<file path="config.mk">
export PLATFORM = sky130hd
export DESIGN_NAME = sawtooth_oscillator_am_fm_top_flat
export DESIGN_NICKNAME = d
export VERILOG_FILES = /design/src/design/sawam_pkg.sv /design/src/design/sawam_ifs.sv /design/src/design/sawtooth_oscillator_am_fm_top.sv /design/src/flat_wrapper.sv
export SDC_FILE = /design/constraint.sdc
export NUM_CORES = 2
export LEC_CHECK = 0
export BUFFER_PORTS_ARGS = -buffer_cell sky130_fd_sc_hd__clkbuf_2
export CORE_MARGIN = 5
export CORE_UTILIZATION = 54
export DETAILED_ROUTE_END_ITERATION = 6
export PLACE_DENSITY_LB_ADDON = 0.1
export SKIP_LAST_GASP = 1
export SYNTH_ARGS = -nofsm -noshare
export SYNTH_HDL_FRONTEND = slang
export SYNTH_SLANG_ARGS = --single-unit
</file>
<file path="constraint.sdc">
create_clock -name clk -period 14.3 [get_ports clk]
set_clock_uncertainty 0.15 [all_clocks]
set_input_delay 0.715 -clock clk [delete_from_list [all_inputs] [get_ports clk]]
set_output_delay 0.715 -clock clk [all_outputs]
set_load 0.01 [all_outputs]
</file>
<file path="src/design/sawam_pkg.sv">
`default_nettype none
package sawam_pkg;

  // phase accumulator fraction bits
  localparam int PHASE_BITS = 24;
  // fraction bits of the FM scale factor
  localparam int FM_FRAC    = 23;

  localparam int LEVEL_W    = 16;
  localparam int DEPTH_W    = 16;
  localparam int AMPL_W     = 16;
  // selected amplitude, 16 fraction bits, up to 2 * 65535
  localparam int AMP_W      = AMPL_W + 1;
  // raw sawtooth, signed, range -2^PHASE_BITS .. 2^PHASE_BITS
  localparam int RAW_W      = PHASE_BITS + 2;
  // second multiplier operand, signed, holds 2^FM_FRAC + fm * depth
  localparam int MB_W       = LEVEL_W + DEPTH_W + 1;
  localparam int PROD_W     = RAW_W + MB_W;
  // fm * depth product
  localparam int K_W        = LEVEL_W + DEPTH_W + 1;
  // divisor 2^FM_FRAC + |k| stays below 2^32
  localparam int DVS_W      = LEVEL_W + DEPTH_W;
  localparam int NUM_W      = PHASE_BITS + FM_FRAC;
  localparam int CNT_W      = $clog2(PHASE_BITS);

  // configuration port
  localparam int CFG_IDX_W  = 2;
  localparam int CFG_DATA_W = PHASE_BITS;

  localparam logic [CFG_IDX_W-1:0] REG_BASE_INC  = 2'd0;
  localparam logic [CFG_IDX_W-1:0] REG_DEF_AMP   = 2'd1;
  localparam logic [CFG_IDX_W-1:0] REG_FM_DEPTH  = 2'd2;

  localparam logic [AMPL_W-1:0] DEF_AMP_RESET = 16'h8000;

endpackage
`default_nettype wire

</file>
<file path="src/design/sawam_ifs.sv">
`default_nettype none

// sample tick request with modulation inputs
interface sawam_tick_if import sawam_pkg::*; ();
  logic                      valid;
  logic                      ready;
  logic                      amp_valid;
  logic        [LEVEL_W-1:0] amp_level;
  logic                      am_valid;
  logic signed [LEVEL_W-1:0] am_level;
  logic                      fm_valid;
  logic signed [LEVEL_W-1:0] fm_level;

  modport source (output valid, amp_valid, amp_level, am_valid, am_level,
                  fm_valid, fm_level, input ready);
  modport sink   (input valid, amp_valid, amp_level, am_valid, am_level,
                  fm_valid, fm_level, output ready);
endinterface

// output sample request
interface sawam_wave_if import sawam_pkg::*; ();
  logic                      valid;
  logic                      ready;
  logic signed [LEVEL_W-1:0] sample_out;

  modport source (output valid, sample_out, input ready);
  modport sink   (input valid, sample_out, output ready);
endinterface

// register write request
interface sawam_cfg_if import sawam_pkg::*; ();
  logic                  valid;
  logic                  ready;
  logic [CFG_IDX_W-1:0]  index;
  logic [CFG_DATA_W-1:0] data;

  modport source (output valid, index, data, input ready);
  modport sink   (input valid, index, data, output ready);
endinterface

`default_nettype wire

</file>
<file path="src/design/sawtooth_oscillator_am_fm_top.sv">
`default_nettype none
// Sawtooth oscillator with AM and FM on a 24-bit phase accumulator. Every tick
// request yields exactly one signed Q1.15 sample taken from the phase before it
// advances. One multiplier is shared in turn for the amplitude product, the FM
// factor fm_level * fm_depth and, for positive FM, the scaled step; negative FM
// divides the step with a restoring divider that settles one quotient bit per
// cycle. A tick passes MULA, MULK and CHK, then goes to DONE directly without
// FM or with a zero FM factor, via SCALE with a positive factor and via the DIV
// loop with a negative one. The finished sample sits in an output register; a
// stalled output holds the block in its final step. The write port is always
// ready. The user must write base_increment (index 0), default_amplitude (1)
// and fm_depth (2) only while idle; the block itself does not enforce this.
module sawtooth_oscillator_am_fm_top import sawam_pkg::*; (
  input  wire logic     clk,
  input  wire logic     rst,
  sawam_tick_if.sink    tick,
  sawam_wave_if.source  wave,
  sawam_cfg_if.sink     cfg
);

  localparam logic [2:0] ST_IDLE  = 3'd0;
  localparam logic [2:0] ST_MULA  = 3'd1;
  localparam logic [2:0] ST_MULK  = 3'd2;
  localparam logic [2:0] ST_CHK   = 3'd3;
  localparam logic [2:0] ST_SCALE = 3'd4;
  localparam logic [2:0] ST_DIV   = 3'd5;
  localparam logic [2:0] ST_DONE  = 3'd6;

  localparam logic [PHASE_BITS-1:0] PHASE_MASK = {PHASE_BITS{1'b1}};
  localparam logic [PHASE_BITS-1:0] PHASE_HALF = PHASE_BITS'(1) << (PHASE_BITS - 1);
  localparam logic signed [RAW_W-1:0] RAW_WRAP = RAW_W'(1) << (PHASE_BITS + 1);
  localparam logic signed [PROD_W-1:0] RND_HALF = PROD_W'(1) << PHASE_BITS;
  localparam logic signed [PROD_W-1:0] SAT_HI = PROD_W'(32767);
  localparam logic signed [PROD_W-1:0] SAT_LO = -PROD_W'(32768);
  localparam logic signed [K_W-1:0] FM_ONE = K_W'(1) << FM_FRAC;
  localparam logic [CNT_W-1:0] CNT_LAST = CNT_W'(PHASE_BITS - 1);

  // configuration registers
  logic [PHASE_BITS-1:0] base_inc;
  logic [AMPL_W-1:0]     def_amp;
  logic [DEPTH_W-1:0]    fm_depth;

  // sequencer and datapath registers
  logic [2:0]                state;
  logic [PHASE_BITS-1:0]     phase_acc;
  logic [AMP_W-1:0]          amp_sel;
  logic signed [LEVEL_W-1:0] fm_sel;
  logic signed [PROD_W-1:0]  prod;
  logic signed [LEVEL_W-1:0] sample;
  logic [PHASE_BITS-1:0]     step;
  logic [DVS_W-1:0]          rem;
  logic [DVS_W-1:0]          dvs;
  logic [PHASE_BITS-1:0]     nbits;
  logic [CNT_W-1:0]          cnt;
  logic                      out_valid;
  logic signed [LEVEL_W-1:0] out_sample;

  // combinational helpers
  logic signed [RAW_W-1:0]  raw;
  logic signed [RAW_W-1:0]  mul_a;
  logic signed [MB_W-1:0]   mul_b;
  logic signed [PROD_W-1:0] rnd;
  logic signed [LEVEL_W-1:0] sample_next;
  logic signed [K_W-1:0]    k;
  logic [K_W-1:0]           k_neg;
  logic [PROD_W-FM_FRAC-1:0] scaled;
  logic [NUM_W-1:0]         num;
  logic [DVS_W:0]           shifted;
  logic                     div_ge;
  logic                     tick_acc;

  assign tick.ready = (state == ST_IDLE);
  assign tick_acc   = tick.valid && tick.ready;
  assign cfg.ready  = 1'b1;
  assign wave.valid = out_valid;
  assign wave.sample_out = out_sample;

  // register writes
  always_ff @(posedge clk) begin
    if (rst) begin
      base_inc <= '0;
      def_amp  <= DEF_AMP_RESET;
      fm_depth <= '0;
    end else if (cfg.valid) begin
      unique case (cfg.index)
        REG_BASE_INC: base_inc <= cfg.data;
        REG_DEF_AMP:  def_amp  <= cfg.data[AMPL_W-1:0];
        REG_FM_DEPTH: fm_depth <= cfg.data[DEPTH_W-1:0];
        default: ;
      endcase
    end
  end

  // raw sawtooth from the current phase
  always_comb begin
    raw = $signed({1'b0, phase_acc, 1'b0});
    if (phase_acc > PHASE_HALF) begin
      raw = raw - RAW_WRAP;
    end
  end

  // shared multiplier operand select
  always_comb begin
    k = prod[K_W-1:0];
    unique case (state)
      ST_MULA: begin
        mul_a = raw;
        mul_b = $signed({{(MB_W-AMP_W){1'b0}}, amp_sel});
      end
      ST_MULK: begin
        mul_a = {{(RAW_W-LEVEL_W){fm_sel[LEVEL_W-1]}}, fm_sel};
        mul_b = $signed({{(MB_W-DEPTH_W){1'b0}}, fm_depth});
      end
      ST_CHK: begin
        mul_a = $signed({{(RAW_W-PHASE_BITS){1'b0}}, base_inc});
        mul_b = MB_W'(FM_ONE + k);
      end
      default: begin
        mul_a = '0;
        mul_b = '0;
      end
    endcase
  end

  // sample rounding and saturation
  always_comb begin
    rnd = (prod + RND_HALF) >>> (PHASE_BITS + 1);
    if (rnd > SAT_HI) begin
      sample_next = SAT_HI[LEVEL_W-1:0];
    end else if (rnd < SAT_LO) begin
      sample_next = SAT_LO[LEVEL_W-1:0];
    end else begin
      sample_next = rnd[LEVEL_W-1:0];
    end
  end

  // step helpers: scaled product, divider setup and trial subtract
  assign scaled  = prod[PROD_W-1:FM_FRAC];
  assign k_neg   = -k;
  assign num     = {base_inc, {FM_FRAC{1'b0}}};
  assign shifted = {rem, nbits[PHASE_BITS-1]};
  assign div_ge  = (shifted >= {1'b0, dvs});

  // sequencer
  always_ff @(posedge clk) begin
    if (rst) begin
      state     <= ST_IDLE;
      phase_acc <= '0;
      out_valid <= 1'b0;
    end else begin
      // the final step refills the output register itself
      if (wave.ready && state != ST_DONE) begin
        out_valid <= 1'b0;
      end
      unique case (state)
        ST_IDLE: begin
          if (tick_acc) begin
            state <= ST_MULA;
          end
        end
        ST_MULA:  state <= ST_MULK;
        ST_MULK:  state <= ST_CHK;
        ST_CHK: begin
          if (k > 0) begin
            state <= ST_SCALE;
          end else if (k < 0) begin
            state <= ST_DIV;
          end else begin
            state <= ST_DONE;
          end
        end
        ST_SCALE: state <= ST_DONE;
        ST_DIV: begin
          if (cnt == '0) begin
            state <= ST_DONE;
          end
        end
        ST_DONE: begin
          if (!out_valid || wave.ready) begin
            out_valid <= 1'b1;
            phase_acc <= phase_acc + step;
            state     <= ST_IDLE;
          end
        end
        default: state <= ST_IDLE;
      endcase
    end
  end

  // datapath
  always_ff @(posedge clk) begin
    unique case (state)
      ST_IDLE: begin
        if (tick_acc) begin
          if (tick.am_valid) begin
            amp_sel <= {1'b0, ~tick.am_level[LEVEL_W-1], tick.am_level[LEVEL_W-2:0]};
          end else if (tick.amp_valid) begin
            amp_sel <= {tick.amp_level, 1'b0};
          end else begin
            amp_sel <= {def_amp, 1'b0};
          end
          fm_sel <= tick.fm_valid ? tick.fm_level : '0;
        end
      end
      ST_MULA: prod <= mul_a * mul_b;
      ST_MULK: begin
        sample <= sample_next;
        prod   <= mul_a * mul_b;
      end
      ST_CHK: begin
        prod  <= mul_a * mul_b;
        step  <= base_inc;
        rem   <= DVS_W'(num >> PHASE_BITS);
        nbits <= num[PHASE_BITS-1:0];
        dvs   <= DVS_W'(FM_ONE + $signed(k_neg));
        cnt   <= CNT_LAST;
      end
      ST_SCALE: begin
        step <= (scaled > (PROD_W-FM_FRAC)'(PHASE_MASK)) ? PHASE_MASK
                                                          : scaled[PHASE_BITS-1:0];
      end
      ST_DIV: begin
        rem   <= div_ge ? DVS_W'(shifted - {1'b0, dvs}) : shifted[DVS_W-1:0];
        nbits <= {nbits[PHASE_BITS-2:0], 1'b0};
        step  <= {step[PHASE_BITS-2:0], div_ge};
        cnt   <= cnt - 1'b1;
      end
      ST_DONE: begin
        if (!out_valid || wave.ready) begin
          out_sample <= sample;
        end
      end
      default: ;
    endcase
  end

endmodule
`default_nettype wire

</file>
<file path="src/flat_wrapper.sv">
// flat-port wrapper written by rule: the top's interface ports become plain ports
module sawtooth_oscillator_am_fm_top_flat import sawam_pkg::*;
  (clk, rst, tick_valid, tick_amp_valid, tick_amp_level, tick_am_valid, tick_am_level, tick_fm_valid, tick_fm_level, tick_ready, wave_valid, wave_sample_out, wave_ready, cfg_valid, cfg_index, cfg_data, cfg_ready);
  sawam_tick_if tick_i ();
  sawam_wave_if wave_i ();
  sawam_cfg_if cfg_i ();
  input  wire logic clk;
  input  wire logic rst;
  input wire logic [$bits(tick_i.valid)-1:0] tick_valid;
  input wire logic [$bits(tick_i.amp_valid)-1:0] tick_amp_valid;
  input wire logic [$bits(tick_i.amp_level)-1:0] tick_amp_level;
  input wire logic [$bits(tick_i.am_valid)-1:0] tick_am_valid;
  input wire logic [$bits(tick_i.am_level)-1:0] tick_am_level;
  input wire logic [$bits(tick_i.fm_valid)-1:0] tick_fm_valid;
  input wire logic [$bits(tick_i.fm_level)-1:0] tick_fm_level;
  output wire logic [$bits(tick_i.ready)-1:0] tick_ready;
  output wire logic [$bits(wave_i.valid)-1:0] wave_valid;
  output wire logic [$bits(wave_i.sample_out)-1:0] wave_sample_out;
  input wire logic [$bits(wave_i.ready)-1:0] wave_ready;
  input wire logic [$bits(cfg_i.valid)-1:0] cfg_valid;
  input wire logic [$bits(cfg_i.index)-1:0] cfg_index;
  input wire logic [$bits(cfg_i.data)-1:0] cfg_data;
  output wire logic [$bits(cfg_i.ready)-1:0] cfg_ready;
  assign tick_i.valid = tick_valid;
  assign tick_i.amp_valid = tick_amp_valid;
  assign tick_i.amp_level = tick_amp_level;
  assign tick_i.am_valid = tick_am_valid;
  assign tick_i.am_level = tick_am_level;
  assign tick_i.fm_valid = tick_fm_valid;
  assign tick_i.fm_level = tick_fm_level;
  assign tick_ready = tick_i.ready;
  assign wave_valid = wave_i.valid;
  assign wave_sample_out = wave_i.sample_out;
  assign wave_i.ready = wave_ready;
  assign cfg_i.valid = cfg_valid;
  assign cfg_i.index = cfg_index;
  assign cfg_i.data = cfg_data;
  assign cfg_ready = cfg_i.ready;
  sawtooth_oscillator_am_fm_top u_core (.clk(clk), .rst(rst), .tick(tick_i), .wave(wave_i), .cfg(cfg_i));
endmodule
</file>
==> results.md <==
* Worst-Margin Slew at 1.226 ns
* EDFF count, synth at 218
* Final hold vios at 0
* Area delta synth->final at 6.410%
* Root buffer cell: clkbuf_16
* CP most frequent cell: fa_1
* Power after layout at 4366 uW
* # IOs at 101
* Final Critical Period at 10.46 ns
* Core Footprint at 83,950 um2
* Mapped cell area at 45,830 um2
* Final Routed Wirelength at 141,900 um
* Final nets at 6,159
* Largest net degree at the start of global routing at 87
* Die height at 301.3 um
* Final slew viol count at 0
* Hold Path Class: in2reg
* Hold path depth at 3
* R2R setup slack at 3.84 ns
* Initial Utilization at 54.59%
* Layout cells sized above 1 at 6.937%
* CTS Buffer Depth at 3
* Gr usage total at 31.66%
* Clock transition at path regs at 0.07 ns
* TritonRoute pass-1 iters at 6
* Worst-skew pair later-pin latency at 0.55 ns
* H-tree depth at 2
* Total gr overflow at 0
* Post_cts resized at 0
* R2r endpoint: u_core.prod[58]
* Crit start category: flop
* Clk sink count at 302
* Routed Antenna Nets at 0
* Tcrit/Tclk final at 73.16%
* Num CTS Buffers at 35
* Routed vias/inst at 5.692
* Crit path arrival time at 10.61 ns
* #FFs+latches synth at 302
* Chip width at 301.3 um
* Top_reg_cell synth: edfxtp_1
* Via Count at 34,930
* Yosys cell types at 83
* Sequential cell area fraction in the yosys report at 17.95%
* Worst path max stage delay at 1.03 ns
* Peak supply drop at 0.00007973 V
* RR Startpoint: u_core.state[0]
* Diodes inserted at 0
* Gate Count Post-Synth at 4,992
* Leakage at 0.02110 uW
* Fmax at 95.58 MHz
* Worst path slowest cell: inv_2
* Outcome: complete, no violations
* Std-Cell Rows at 106
* Antenna violations before repair at 7
* Required @ worst endpoint at 14.45 ns
* PortBufs at 99
* Mean post-synth cell area at 9.181 um2
* Async SR Flop Fraction at 0%
* Vias in the first global route at 35,770
* RSZ-0062 raised after global routing: false
* Die area at 90,800 um2
* Post-DR wirelength/cell at 23.12 um
* Finish-stage setup viols at 0
* PwrDens at 89.52 nW/um2
* Drt drc at 0
* # Max-Cap Violations at 0
* CTS tree: built
* Number of DRC markers in iteration 0 at 2,930
* CP endpoint kind: flop
* Yosys warning count at 0
* Worst slew margin at 18.11%
* Worst Hold Path EP: u_core.base_inc[17]
* Gp weighted congestion at 0.9583
* WS Path Type: reg2reg
* First-pass GRT wire length at 217,200 um
* Hpwl dp at 109,800 um
* CTS hold repair buffers at 0
* Setup TNS at 0 ns
* CP max FO at 50
* R2R depth at 27
* Hold Path Origin: cfg_data[17]
* Setup Buffers After CTS at 0
-- worst max-delay path, delay by kind of cell, from the launching register on --
kind	cells	cell delay, ns
AO/OA/AOI/OAI	8	2.12
adder cells (fa/ha/maj)	8	3.72
buffers and inverters	5	1.84
flip-flops	1	0.31
multiplexers	1	0.21
AND/OR/NAND/NOR	5	1.82
-- power by group --
group | switching, uW | internal (uW)
Clock | 382 | 550
Sequential | 232 | 1160
Combinational | 1350 | 693
-- metal layers --
metal	part of all wire, %	global-route usage [%]	up-vias
met2	44	48.96	1568
met1	42	45.53	17680
met5	0	0	-
met3	9.5	6.069	301
met4	4.2	10.33	0
li1	-	-	15380
-- sequential cells by signal, indices dropped and copies added (netlist names), 3 cells and up --
signal	flops
u_core.fm_sel	16
u_core.cnt	5
u_core.phase_acc	24
u_core.step	24
u_core.dvs	32
u_core.rem	32
u_core.sample	16
u_core.amp_sel	17
u_core.fm_depth	16
u_core.state	3
u_core.base_inc	24
u_core.wave.sample_out	16
u_core.prod	59
u_core.def_amp	16
-- Yosys cell counts (81+ instances only) --
| cell type | n | area share (%) |
|---|---|---|
| o21ai_0 | 95 | 1.0 |
| dfxtp_1 | 84 | 3.7 |
| fa_1 | 880 | 38 |
| ha_1 | 222 | 6.1 |
| a21oi_1 | 218 | 2.4 |
| inv_1 | 930 | 7.6 |
| nand2_1 | 875 | 7.2 |
| nor2_1 | 365 | 3.0 |
| xnor2_1 | 108 | 2.1 |
| a21o_1 | 81 | 1.3 |
| edfxtp_1 | 218 | 14 |
| clkbuf_1 | 206 | 1.7 |
-- logic make-up (layout without fill, tap and decap cells) --
group / after synthesis / after routing / share of synthesized area (%)
adders and majority gates: 1102 / 1102 / 44.50
buffers and inverters: 1174 / 1169 / 9.752
muxes: 81 / 81 / 1.876
xor gates and xnor gates: 170 / 170 / 3.249
DFF: 302 / 302 / 17.95
other: 2 / 17 / 0.01639
AOI/OAI and AO/OA: 580 / 580 / 7.794
and+or+nand+nor: 1581 / 1581 / 14.86
-- cells in the final DEF (no fill, tap or decap), types with 25 or more instances in the layout --
cell type | netlist | layout
a21oi_1 | 218 | 196
edfxtp_1 | 218 | 218
dfxtp_1 | 84 | 81
clkbuf_16 | 0 | 36
inv_1 | 930 | 930
mux2_2 | 39 | 39
xnor2_1 | 108 | 108
mux2i_1 | 42 | 42
nand2b_1 | 33 | 33
nand2_1 | 875 | 875
o22ai_1 | 29 | 29
xor2_1 | 62 | 62
fa_1 | 880 | 880
a21o_1 | 81 | 81
and2_1 | 56 | 56
nor3_1 | 32 | 32
nand4_1 | 26 | 26
nor2_1 | 365 | 363
clkbuf_2 | 0 | 99
nand3_1 | 60 | 60
buf_4 | 4 | 73
o21ai_1 | 29 | 29
o21ai_0 | 95 | 95
and3_1 | 25 | 25
ha_1 | 222 | 222
-- layout make-up --
class,instances,area (um2)
Clock buffer,43,987.2
Sequential cell,302,8237
Fill cell,7649,35190
Tap cell,1134,1419
Multi-Input combinational cell,3531,33370
Inverter,933,3502
Timing Repair Buffer,172,1044
Clock inverter,21,209.0
-- through the flow --
stage / cell area (um2) / std cells / setup WS [ns] / utilization [%] / hold slack (ns)
6_report: 48770 / 6136 / 3.838 / 58.09 / 0.2297
5_1_grt: 48770 / 6136 / 3.420 / 58.09 / 0.2158
4_1_cts: 48770 / 6136 / 4.128 / 58.09 / 0.2076
3_5_place_dp: 47570 / 6072 / 4.130 / 56.66 / 0.2545
3_3_place_gp: 47570 / 6072 / 4.288 / 56.66 / 0.2529
2_1_floorplan: 45890 / 5007 / 5.497 / - / 0.2503
-- worst max path at each step --
stage	startpoint	to	slack, ns	cells after the start
6_report	u_core.state[0]	u_core.prod[58]	3.84	27
5_1_grt	u_core.state[0]	u_core.prod[58]	3.42	27
3_3_place_gp	u_core.state[0]	u_core.prod[58]	4.29	27
3_5_place_dp	u_core.state[0]	u_core.prod[58]	4.13	27
2_1_floorplan	u_core.state[1]	u_core.prod[55]	5.50	32
4_1_cts	u_core.state[0]	u_core.prod[58]	4.13	27
Note: power is estimated with default switching activity, not from simulation.
